--- config.mk ---
export PLATFORM = sky130hd
export DESIGN_NAME = lsdc_ctrl
export DESIGN_NICKNAME = d
export VERILOG_FILES = /design/src/design/lsdc_pkg.sv /design/src/design/lsdc_ctrl.sv
export SDC_FILE = /design/constraint.sdc
export NUM_CORES = 1
export LEC_CHECK = 0
export ABC_AREA = 0
export BUFFER_PORTS_ARGS = -buffer_cell sky130_fd_sc_hd__buf_2
export CELL_PAD_IN_SITES_DETAIL_PLACEMENT = 2
export CELL_PAD_IN_SITES_GLOBAL_PLACEMENT = 2
export CORE_UTILIZATION = 20
export CTS_CLUSTER_SIZE = 8
export DETAILED_ROUTE_END_ITERATION = 16
export GPL_ROUTABILITY_DRIVEN = 1
export PLACE_DENSITY_LB_ADDON = 0.1
export SETUP_SLACK_MARGIN = 0.1
export SLEW_MARGIN = 10
export SYNTH_ARGS = -nofsm -noshare
export SYNTH_HDL_FRONTEND = slang
export SYNTH_SLANG_ARGS = --single-unit
--- constraint.sdc ---
create_clock -name clk_i -period 3.4 [get_ports clk_i]
set_input_delay 0.17 -clock clk_i [delete_from_list [all_inputs] [get_ports clk_i]]
set_output_delay 0.17 -clock clk_i [all_outputs]
set_load 0.03 [all_outputs]
--- src/design/lsdc_pkg.sv ---
`default_nettype none

package lsdc_pkg;

  // Configuration port
  localparam int CFG_INDEX_W = 3;
  localparam int CFG_DATA_W  = 18;

  localparam logic [CFG_INDEX_W-1:0] REG_DISPLAY_WIDTH  = 3'd0;
  localparam logic [CFG_INDEX_W-1:0] REG_DISPLAY_HEIGHT = 3'd1;
  localparam logic [CFG_INDEX_W-1:0] REG_X_OFFSET       = 3'd2;
  localparam logic [CFG_INDEX_W-1:0] REG_X_RATIO        = 3'd3;
  localparam logic [CFG_INDEX_W-1:0] REG_Y_RATIO        = 3'd4;

  localparam logic [8:0]  RESET_DISPLAY_WIDTH  = 9'd128;
  localparam logic [8:0]  RESET_DISPLAY_HEIGHT = 9'd128;
  localparam logic [7:0]  RESET_X_OFFSET       = 8'd0;
  localparam logic [17:0] RESET_X_RATIO        = 18'd65536;
  localparam logic [17:0] RESET_Y_RATIO        = 18'd65536;

  localparam int PALETTE_DEPTH = 16;

  typedef enum logic [2:0] {
    FUNC_BG_WRITE  = 3'd0,
    FUNC_PLOT      = 3'd1,
    FUNC_PAL_WRITE = 3'd2,
    FUNC_RENDER    = 3'd3,
    FUNC_END_FRAME = 3'd4,
    FUNC_MARK_ALL  = 3'd5
  } func_e;

  typedef enum logic [2:0] {
    ST_CLEAR,
    ST_IDLE,
    ST_DECODE,
    ST_LOOKUP,
    ST_PLOT_WR,
    ST_EMIT
  } state_e;

  typedef struct packed {
    logic capture;
    logic clr_en;
    logic bg_wr;
    logic plot_rd;
    logic plot_wr;
    logic pal_wr;
    logic map_en;
    logic lookup_rd;
    logic out_load;
    logic dirty_clear;
    logic dirty_set_all;
  } cmd_t;

  typedef struct packed {
    func_e func;
    logic  clr_last;
    logic  bg_addr_ok;
    logic  plot_ok;
    logic  render_ok;
    logic  line_dirty;
    logic  out_free;
  } status_t;

endpackage

`default_nettype wire

--- src/design/lsdc_ctrl.sv ---
`default_nettype none

module lsdc_ctrl
  import lsdc_pkg::*;
(
  input  wire logic    clk_i,
  input  wire logic    rst_ni,
  input  wire logic    in_valid_i,
  output logic         in_ready_o,
  input  wire status_t status_i,
  output cmd_t         cmd_o
);

  state_e state_q, state_d;

  always_ff @(posedge clk_i or negedge rst_ni) begin
    if (!rst_ni) begin
      state_q <= ST_CLEAR;
    end else begin
      state_q <= state_d;
    end
  end

  always_comb begin
    state_d    = state_q;
    cmd_o      = '0;
    in_ready_o = 1'b0;
    case (state_q)
      ST_CLEAR: begin
        cmd_o.clr_en = 1'b1;
        if (status_i.clr_last) begin
          state_d = ST_IDLE;
        end
      end
      ST_IDLE: begin
        in_ready_o    = 1'b1;
        cmd_o.capture = in_valid_i;
        if (in_valid_i) begin
          state_d = ST_DECODE;
        end
      end
      ST_DECODE: begin
        state_d = ST_IDLE;
        case (status_i.func)
          FUNC_BG_WRITE: cmd_o.bg_wr = status_i.bg_addr_ok;
          FUNC_PLOT: begin
            if (status_i.plot_ok) begin
              cmd_o.plot_rd = 1'b1;
              state_d       = ST_PLOT_WR;
            end
          end
          FUNC_PAL_WRITE: cmd_o.pal_wr = 1'b1;
          FUNC_RENDER: begin
            if (status_i.render_ok) begin
              cmd_o.map_en = 1'b1;
              state_d      = ST_LOOKUP;
            end
          end
          FUNC_END_FRAME: cmd_o.dirty_clear = 1'b1;
          FUNC_MARK_ALL:  cmd_o.dirty_set_all = 1'b1;
          default: ;
        endcase
      end
      ST_LOOKUP: begin
        // clean line: drop the render
        if (status_i.line_dirty) begin
          cmd_o.lookup_rd = 1'b1;
          state_d         = ST_EMIT;
        end else begin
          state_d = ST_IDLE;
        end
      end
      ST_PLOT_WR: begin
        cmd_o.plot_wr = 1'b1;
        state_d       = ST_IDLE;
      end
      ST_EMIT: begin
        // hold the fetched byte until the output register frees up
        if (status_i.out_free) begin
          cmd_o.out_load = 1'b1;
          state_d        = ST_IDLE;
        end
      end
      default: state_d = ST_IDLE;
    endcase
  end

endmodule

`default_nettype wire

### Yosys cells after proc, flatten, opt, wreduce, memory -nomap -nowiden

Index checks and enable logic that the tools add are counted.

| cells by class | value |
|---|---|
| reduce and logical (&&, ||, !) cells | 3 |
| multiplexer cells | 27 |
| eq/ne operators | 13 |

Operators with widths:

| operator | number |
|---|---|
| 1-bit two-way mux | 16 |
| 3-bit two-way mux | 5 |
| 3-bit one-hot mux with 5 select lines | 1 |
| 3-bit by 2-bit == test with 1-bit output, second input constant | 4 |
| 3-bit == test, second input constant | 4 |
| 2-bit two-way mux | 4 |
| 3-bit by 1-bit == test with 1-bit output, second input constant | 2 |
| 3-bit logical NOT | 2 |
| 2-bit inequality test, second input constant | 3 |
| 3-bit one-hot mux with 2 select lines | 1 |
| 3-bit AND reduction | 1 |

| word-level totals | value |
|---|---|
| input port bits | 12 |
| output and inout bits | 12 |
| logic and storage cells | 44 |
| flip-flop bits (word level) | 3 |

### Depth between registers and ports, before layout

Gate-level depths: netlist of the first run.

| logic depth | value |
|---|---|
| depth after elaboration | 3 |
| mapped depth | 4 |
| depth with buffers taken out | 3 |

### Least setup slack after synthesis of the first run

No wires, ideal clock.

| timing path | value |
|---|---|
| kind | reg-to-output |
| start point | register state_q[2] |
| end point | output port cmd_o[10] (netlist bit) |
| cell stages (with the launch flop) | 3 |
| arrival | 1770 ps |
| required time | 3230 ps |
| path buffers | 0 |
| path slack | 1460 ps |
| path through | dfrtp_1 nor3b_1 and2_1 |

RTL lines:

| item | line | text |
|---|---|---|
| from (decl) | lsdc_ctrl.sv:14 | `state_e state_q, state_d;` |
| from (signal assigned) | lsdc_ctrl.sv:20 | `state_q <= state_d;` |
| to (decl) | lsdc_ctrl.sv:11 | `output cmd_t cmd_o` |

==> run metrics, run 1 <==
hold slack=0.263 ns; worst path cell trace=nor4b_4 > and4_2 > buf_2; Peak VDD IR=0.319 mV; Setup CP Type=reg2out; crit-path leading delay family=simple AND/OR/NAND/NOR gates; Seq/Total Area, Yosys=0.241; Slew headroom=0.700; max FFs per register=3; Die ar.=about 1700 µm²; vias in the first global route=slightly above 400; final hold vios=0; RSZ-0062 raised after global routing=false; Clock Path Buffers=2; Skew-Pair Late Insertion Delay=around 0.23 ns; slowest CP cell=dfrtp_1; biggest regs=state_q x3; cell taking the most area after synthesis=dfrtp_1; Setup crit end kind=output pin; CTS buffer count=3; Die H=41.5 µm; Startpoint Class=flop; initial antenna violation count=0; WL/cell=approximately 14 µm; Distinct cells, synth=22; first-pass GRT wire length=approximately 1800 µm; count of pins over their slew limit=0; routed via count=between 300 and 400; CTS tree=built; CTS H-Tree Depth=1; Crit Path Max Fanout=10; detail-routed via count per cell=slightly above 5; Period Utilization, post-route=0.533; Yosys Warn Count=0; core box area=about 1400 µm²; Post-CTS Setup Bufs=0; Top reg by flops=state_q; Clock Sink Count=3; final setup vio count=0; Seq cells post-synth=3; first-pass iteration count of the detailed router=5; DP Wirelength=slightly below 900 µm; initial cell density of the core=0.228; Worst Tran Pin Value=about 0.45 ns; layout cell share with drive strength beyond 1=0.548; Synth Instances=35; fin nets=75; WP buf/inv=1; Setup TNS=0 ns; pwr/cell area=approximately 760 nW/µm²; Leak=about 0.00027 µW; GRT Overall Usage=0.130; critical path data required time=3.23 ns; global route overflow=0; Hold Path Class=in2async; clock tree root buffer cell=clkbuf_4; I/O Pins=24; Final ANT Viol Nets=0; DRC violations left=0; Synth Cell Area=~310 µm²; Port Buf Inserts=23; diode count=0; f_max=between 0.5 and 0.6 GHz; Total Routed Length=1050 µm; largest stage delay on the critical path=~0.50 ns; final worst path period need=~1.8 ns; Synth area leaders=dfrtp_1 24%, nor4b_4 7.6%, nor2_1 6.0%; die width=between 40 and 50 µm; post-synth top area share=0.241; Std-Cell Rows=13; synthesized area per cell=between 8 and 9 µm²; worst endpoint data arrival time=~1.6 ns; Max Cap Viol=0; Iter 0 DRT Violations=4; clk slew on worst S/H paths=~0.03 ns; routability cong.=between 0.6 and 0.7; Syn-to-layout area delta=51.0%; clock skew=0.000289 ns; Synth Net Count=47; status=finished clean; largest net degree at the start of global routing=11
-- area by class of cell --
type / count / area (µm²)
timing repair buffer: 24 / 125
inverter: 4 / 15.0
fill: 178 / 896
multi-input combinational: 27 / 210
tap: 15 / 18.8
clock buffer: 4 / 26.3
sequential: 3 / 75.1
-- metal layers --
metal	global-route usage	share of wire	vias to the layer above
li1	-	-	185
met1	0.145	0.43	189
met2	0.225	0.50	17
met3	0.0174	0.052	2
met4	0.0903	0.013	0
met5	0	0	-
-- per-stage QoR --
step                setup slack (ns)  utilization  std cells  area [µm²]  total power [µW]
CTS                             1.56        0.344         77         470               361
global route                    1.47        0.344         77         470               382
detailed placement              1.82        0.318         72         434               297
finish                          1.59        0.344         77         470               355
global placement                1.90        0.318         72         434               290
floorplan                       1.46            -         35         312               249
-- where the power goes --
part,internal [µW],switching (µW),total (µW),leakage [µW]
combinational,89.5,112,202,0.000220
clock,43.9,17.8,61.7,0.0000150
sequential,51.6,40.2,91.8,0.0000367
total,185,170,355,0.000272
-- worst paths after layout --
check / from / endpoint / slack [ns] / depth (start not counted)
worst min-delay path: rst_ni / state_q[1] / 0.26 / 2
min in group clk_i: status_i[1] / state_q[2] / 0.29 / 3
max in group asynchronous: rst_ni / state_q[2] / 3.03 / 2
worst max-delay path: state_q[0] / cmd_o[8] / 1.59 / 3
worst max register to register: state_q[0] / state_q[0] / 1.90 / 3
worst min register to register: state_q[1] / state_q[2] / 0.78 / 2
-- cell families after synthesis --
| logic type | count (synthesis) | share of synthesized area |
|---|---|---|
| buffers and inverters | 5 | 0.0843 |
| AND/OR/NAND/NOR | 21 | 0.474 |
| flip-flops | 3 | 0.241 |
| multiplexers | 2 | 0.0803 |
| AO/OA/AOI/OAI | 4 | 0.120 |
-- cells in the final DEF, fill, tap and decap left out --
master,synthesis,routed
a21oi_2,1,1
buf_2,0,23
nor4b_4,1,1
nand2_1,2,2
and4b_2,1,1
inv_1,4,4
a41o_2,1,1
and4bb_2,1,1
and2_1,2,2
clkbuf_4,0,3
nor3b_1,2,2
nand4_1,1,1
and2b_1,1,1
nor2_1,5,5
nand3_1,2,2
a32oi_1,1,1
dlygate4sd3_1,0,1
dfrtp_1,3,3
mux2_4,1,1
mux2i_1,1,1
a41oi_1,1,1
and4_2,1,1
nor3_1,1,1
clkbuf_1,0,1
and3_2,1,1
-- Yosys cell counts --
library cell	number
nor4b_4	1
nand4_1	1
and3_2	1
mux2_4	1
a41oi_1	1
a32oi_1	1
and4bb_2	1
nor3b_1	2
and2b_1	1
and4_2	1
and2_1	2
nor2_1	5
mux2i_1	1
a21oi_2	1
buf_6	1
dfrtp_1	3
a41o_2	1
nand3_1	2
inv_1	4
and4b_2	1
nand2_1	2
nor3_1	1
-- what timing repair did --
action / 4_1_cts / 5_1_grt
hold buffers: 1 / 0
gates resized for setup: 0 / 0
setup endpoints to repair: 0 / 0
hold endpoints to repair: 3 / 0
Note: power is estimated with default switching activity, not from simulation.
==> run 2, diff against run 1 <==
--- a/config.mk
+++ b/config.mk
@@ -9,7 +9,7 @@
 export BUFFER_PORTS_ARGS = -buffer_cell sky130_fd_sc_hd__buf_2
 export CELL_PAD_IN_SITES_DETAIL_PLACEMENT = 2
 export CELL_PAD_IN_SITES_GLOBAL_PLACEMENT = 2
-export CORE_UTILIZATION = 20
+export CORE_UTILIZATION = 16
 export CTS_CLUSTER_SIZE = 8
 export DETAILED_ROUTE_END_ITERATION = 16
 export GPL_ROUTABILITY_DRIVEN = 1
==> constraint.sdc (replaced) <==
create_clock -name clk_i -period 1.5 [get_ports clk_i]
set_input_delay 0.075 -clock clk_i [delete_from_list [all_inputs] [get_ports clk_i]]
set_output_delay 0.075 -clock clk_i [all_outputs]
set_load 0.03 [all_outputs]
==> run metrics, run 2 (same netlist as run 1, synthesis figures left out) <==
status=finished with violations; failing checks=setup timing; GRT Overall Usage=0.137; Skew-Pair Late Insertion Delay=0.23 ns; largest net degree at the start of global routing=8; CTS tree=built; vias in the first global route=464; first-pass iteration count of the detailed router=1; Clock Sink Count=3; Final ANT Viol Nets=0; biggest regs=state_q x3; GRT busiest layer=met2; Startpoint Class=flop; pwr/cell area=between 1500 and 2000 nW/µm²; final hold vios=0; WL/cell=13.7 µm; Slew headroom=0.810; die width=about 46 µm; RSZ-0062 raised after global routing=true; Setup TNS=-0.0179 ns; Port Buf Inserts=23; Setup WS post-layout=-0.0179 ns; routed via count=426; largest stage delay on the critical path=0.46 ns; I/O Pins=24; max FFs per register=3; Die H=between 40 and 50 µm; met3 Resource Use GR=0.0275; DP Wirelength=between 800 and 900 µm; Iter 0 DRT Violations=0; routability cong.=0.636; slowest CP cell=dfrtp_2; Peak VDD IR=0.471 mV; routing usage on met1=0.155; f_max=0.659 GHz; clk slew on worst S/H paths=~0.040 ns; Hold Path Class=in2async; Total Routed Length=approximately 1300 µm; most frequent cells in the layout=15 x buf_4, 13 x buf_2, 6 x buf_6; initial antenna violation count=0; global-route met2 utilization=0.237; final setup vio count=1; layout cell share with drive strength beyond 1=0.740; FF/Latch Area=77.6 µm²; worst path cell trace=nor4b_4 > buf_4 > and4_4 > buf_6; Setup CP Type=reg2out; global route overflow=0; Std-Cell Rows=15; hold slack=~0.19 ns; initial cell density of the core=0.175; fin nets=86; Max Cap Viol=0; DRC violations left=0; detail-routed via count per cell=4.35; fill cell count=roughly 230; Period Utilization, post-route=1.01; CTS buffer count=3; clock tree root buffer cell=clkbuf_4; Worst Tran Pin Value=between 0.2 and 0.3 ns; clock skew=roughly 0.0067 ns; Power, Total=around 1100 µW; Die ar.=roughly 2100 µm²; commonest non-fill, non-tap cell in the layout=buf_4; Leak=~0.00033 µW; Setup crit end kind=output pin; Clock Path Buffers=2; diode count=0; CTS H-Tree Depth=1; core box area=about 1800 µm²; area of the multi-input gates=253 µm²; Crit Path Max Fanout=6; Syn-to-layout area delta=111%; Top reg by flops=state_q; final worst path period need=1.52 ns; critical path data required time=approximately 1.4 ns; first-pass GRT wire length=~2000 µm; worst endpoint data arrival time=about 1.4 ns; count of pins over their slew limit=0
## run 2: changes by cell type in the layout (fill, tap and decap cells not counted), moves of 2 or more
cell / before / now
dfrtp_2: 0 / 2
buf_4: 0 / 15
buf_6: 0 / 6
nand3_2: 0 / 2
dfrtp_1: 3 / 1
buf_2: 23 / 13
nand3_1: 2 / 0
## run 2: per-layer routing
metal	vias up	share of wire
met3	4	0.057
met2	21	0.54
met4	0	0.025
met5	-	0
li1	205	-
met1	196	0.38
## run 2: path summary, 6_finish.rpt
path	startpoint	to	slack [ns]	cells after the start
setup / recovery	state_q[0]	cmd_o[8]	-0.02	4
hold / removal	rst_ni	state_q[0]	0.19	2
setup reg to reg	state_q[0]	state_q[0]	0.04	4
hold reg to reg	state_q[0]	state_q[0]	0.65	1
max in group asynchronous	rst_ni	state_q[2]	1.18	2
min in group clk_i	status_i[5]	state_q[2]	0.26	3
## run 2: power breakdown
group          switching [µW]  internal [µW]  total [µW]
combinational             366            404         770
clock                    41.5           99.6         141
sequential               60.1            123         183
total                     468            626        1090
## run 2: layout make-up
cell class / instances / area share
clock buffer: 4 / 0.0399
inverter: 4 / 0.0228
multi-input combinational: 27 / 0.384
sequential: 3 / 0.118
tap: 25 / 0.0475
timing repair buffer: 35 / 0.388
## run 2: metrics by stage
step / utilization / setup slack [ns] / cell area (µm²) / instances
2_1_floorplan: - / 0.102 / 323 / 35
3_3_place_gp: 0.269 / 0.0902 / 480 / 85
3_5_place_dp: 0.269 / 0.0812 / 480 / 85
4_1_cts: 0.329 / -0.0526 / 587 / 94
5_1_grt: 0.369 / -0.0529 / 658 / 98
6_report: 0.369 / -0.0179 / 658 / 98
## run 2: timing repair
item                       CTS  global route
hold buffers                 1             0
pin swaps                    6             7
setup endpoints to repair   10            11
hold endpoints to repair     3             0
buffers inserted             4             4
gates resized for setup     15            12
gates cloned                 0             0
## run 2: critical path: cells and delay by family, from the launching register on
family / cells / cell delay (ns)
buffers and inverters: 2 / 0.31
DFF: 1 / 0.46
and+or+nand+nor: 2 / 0.44
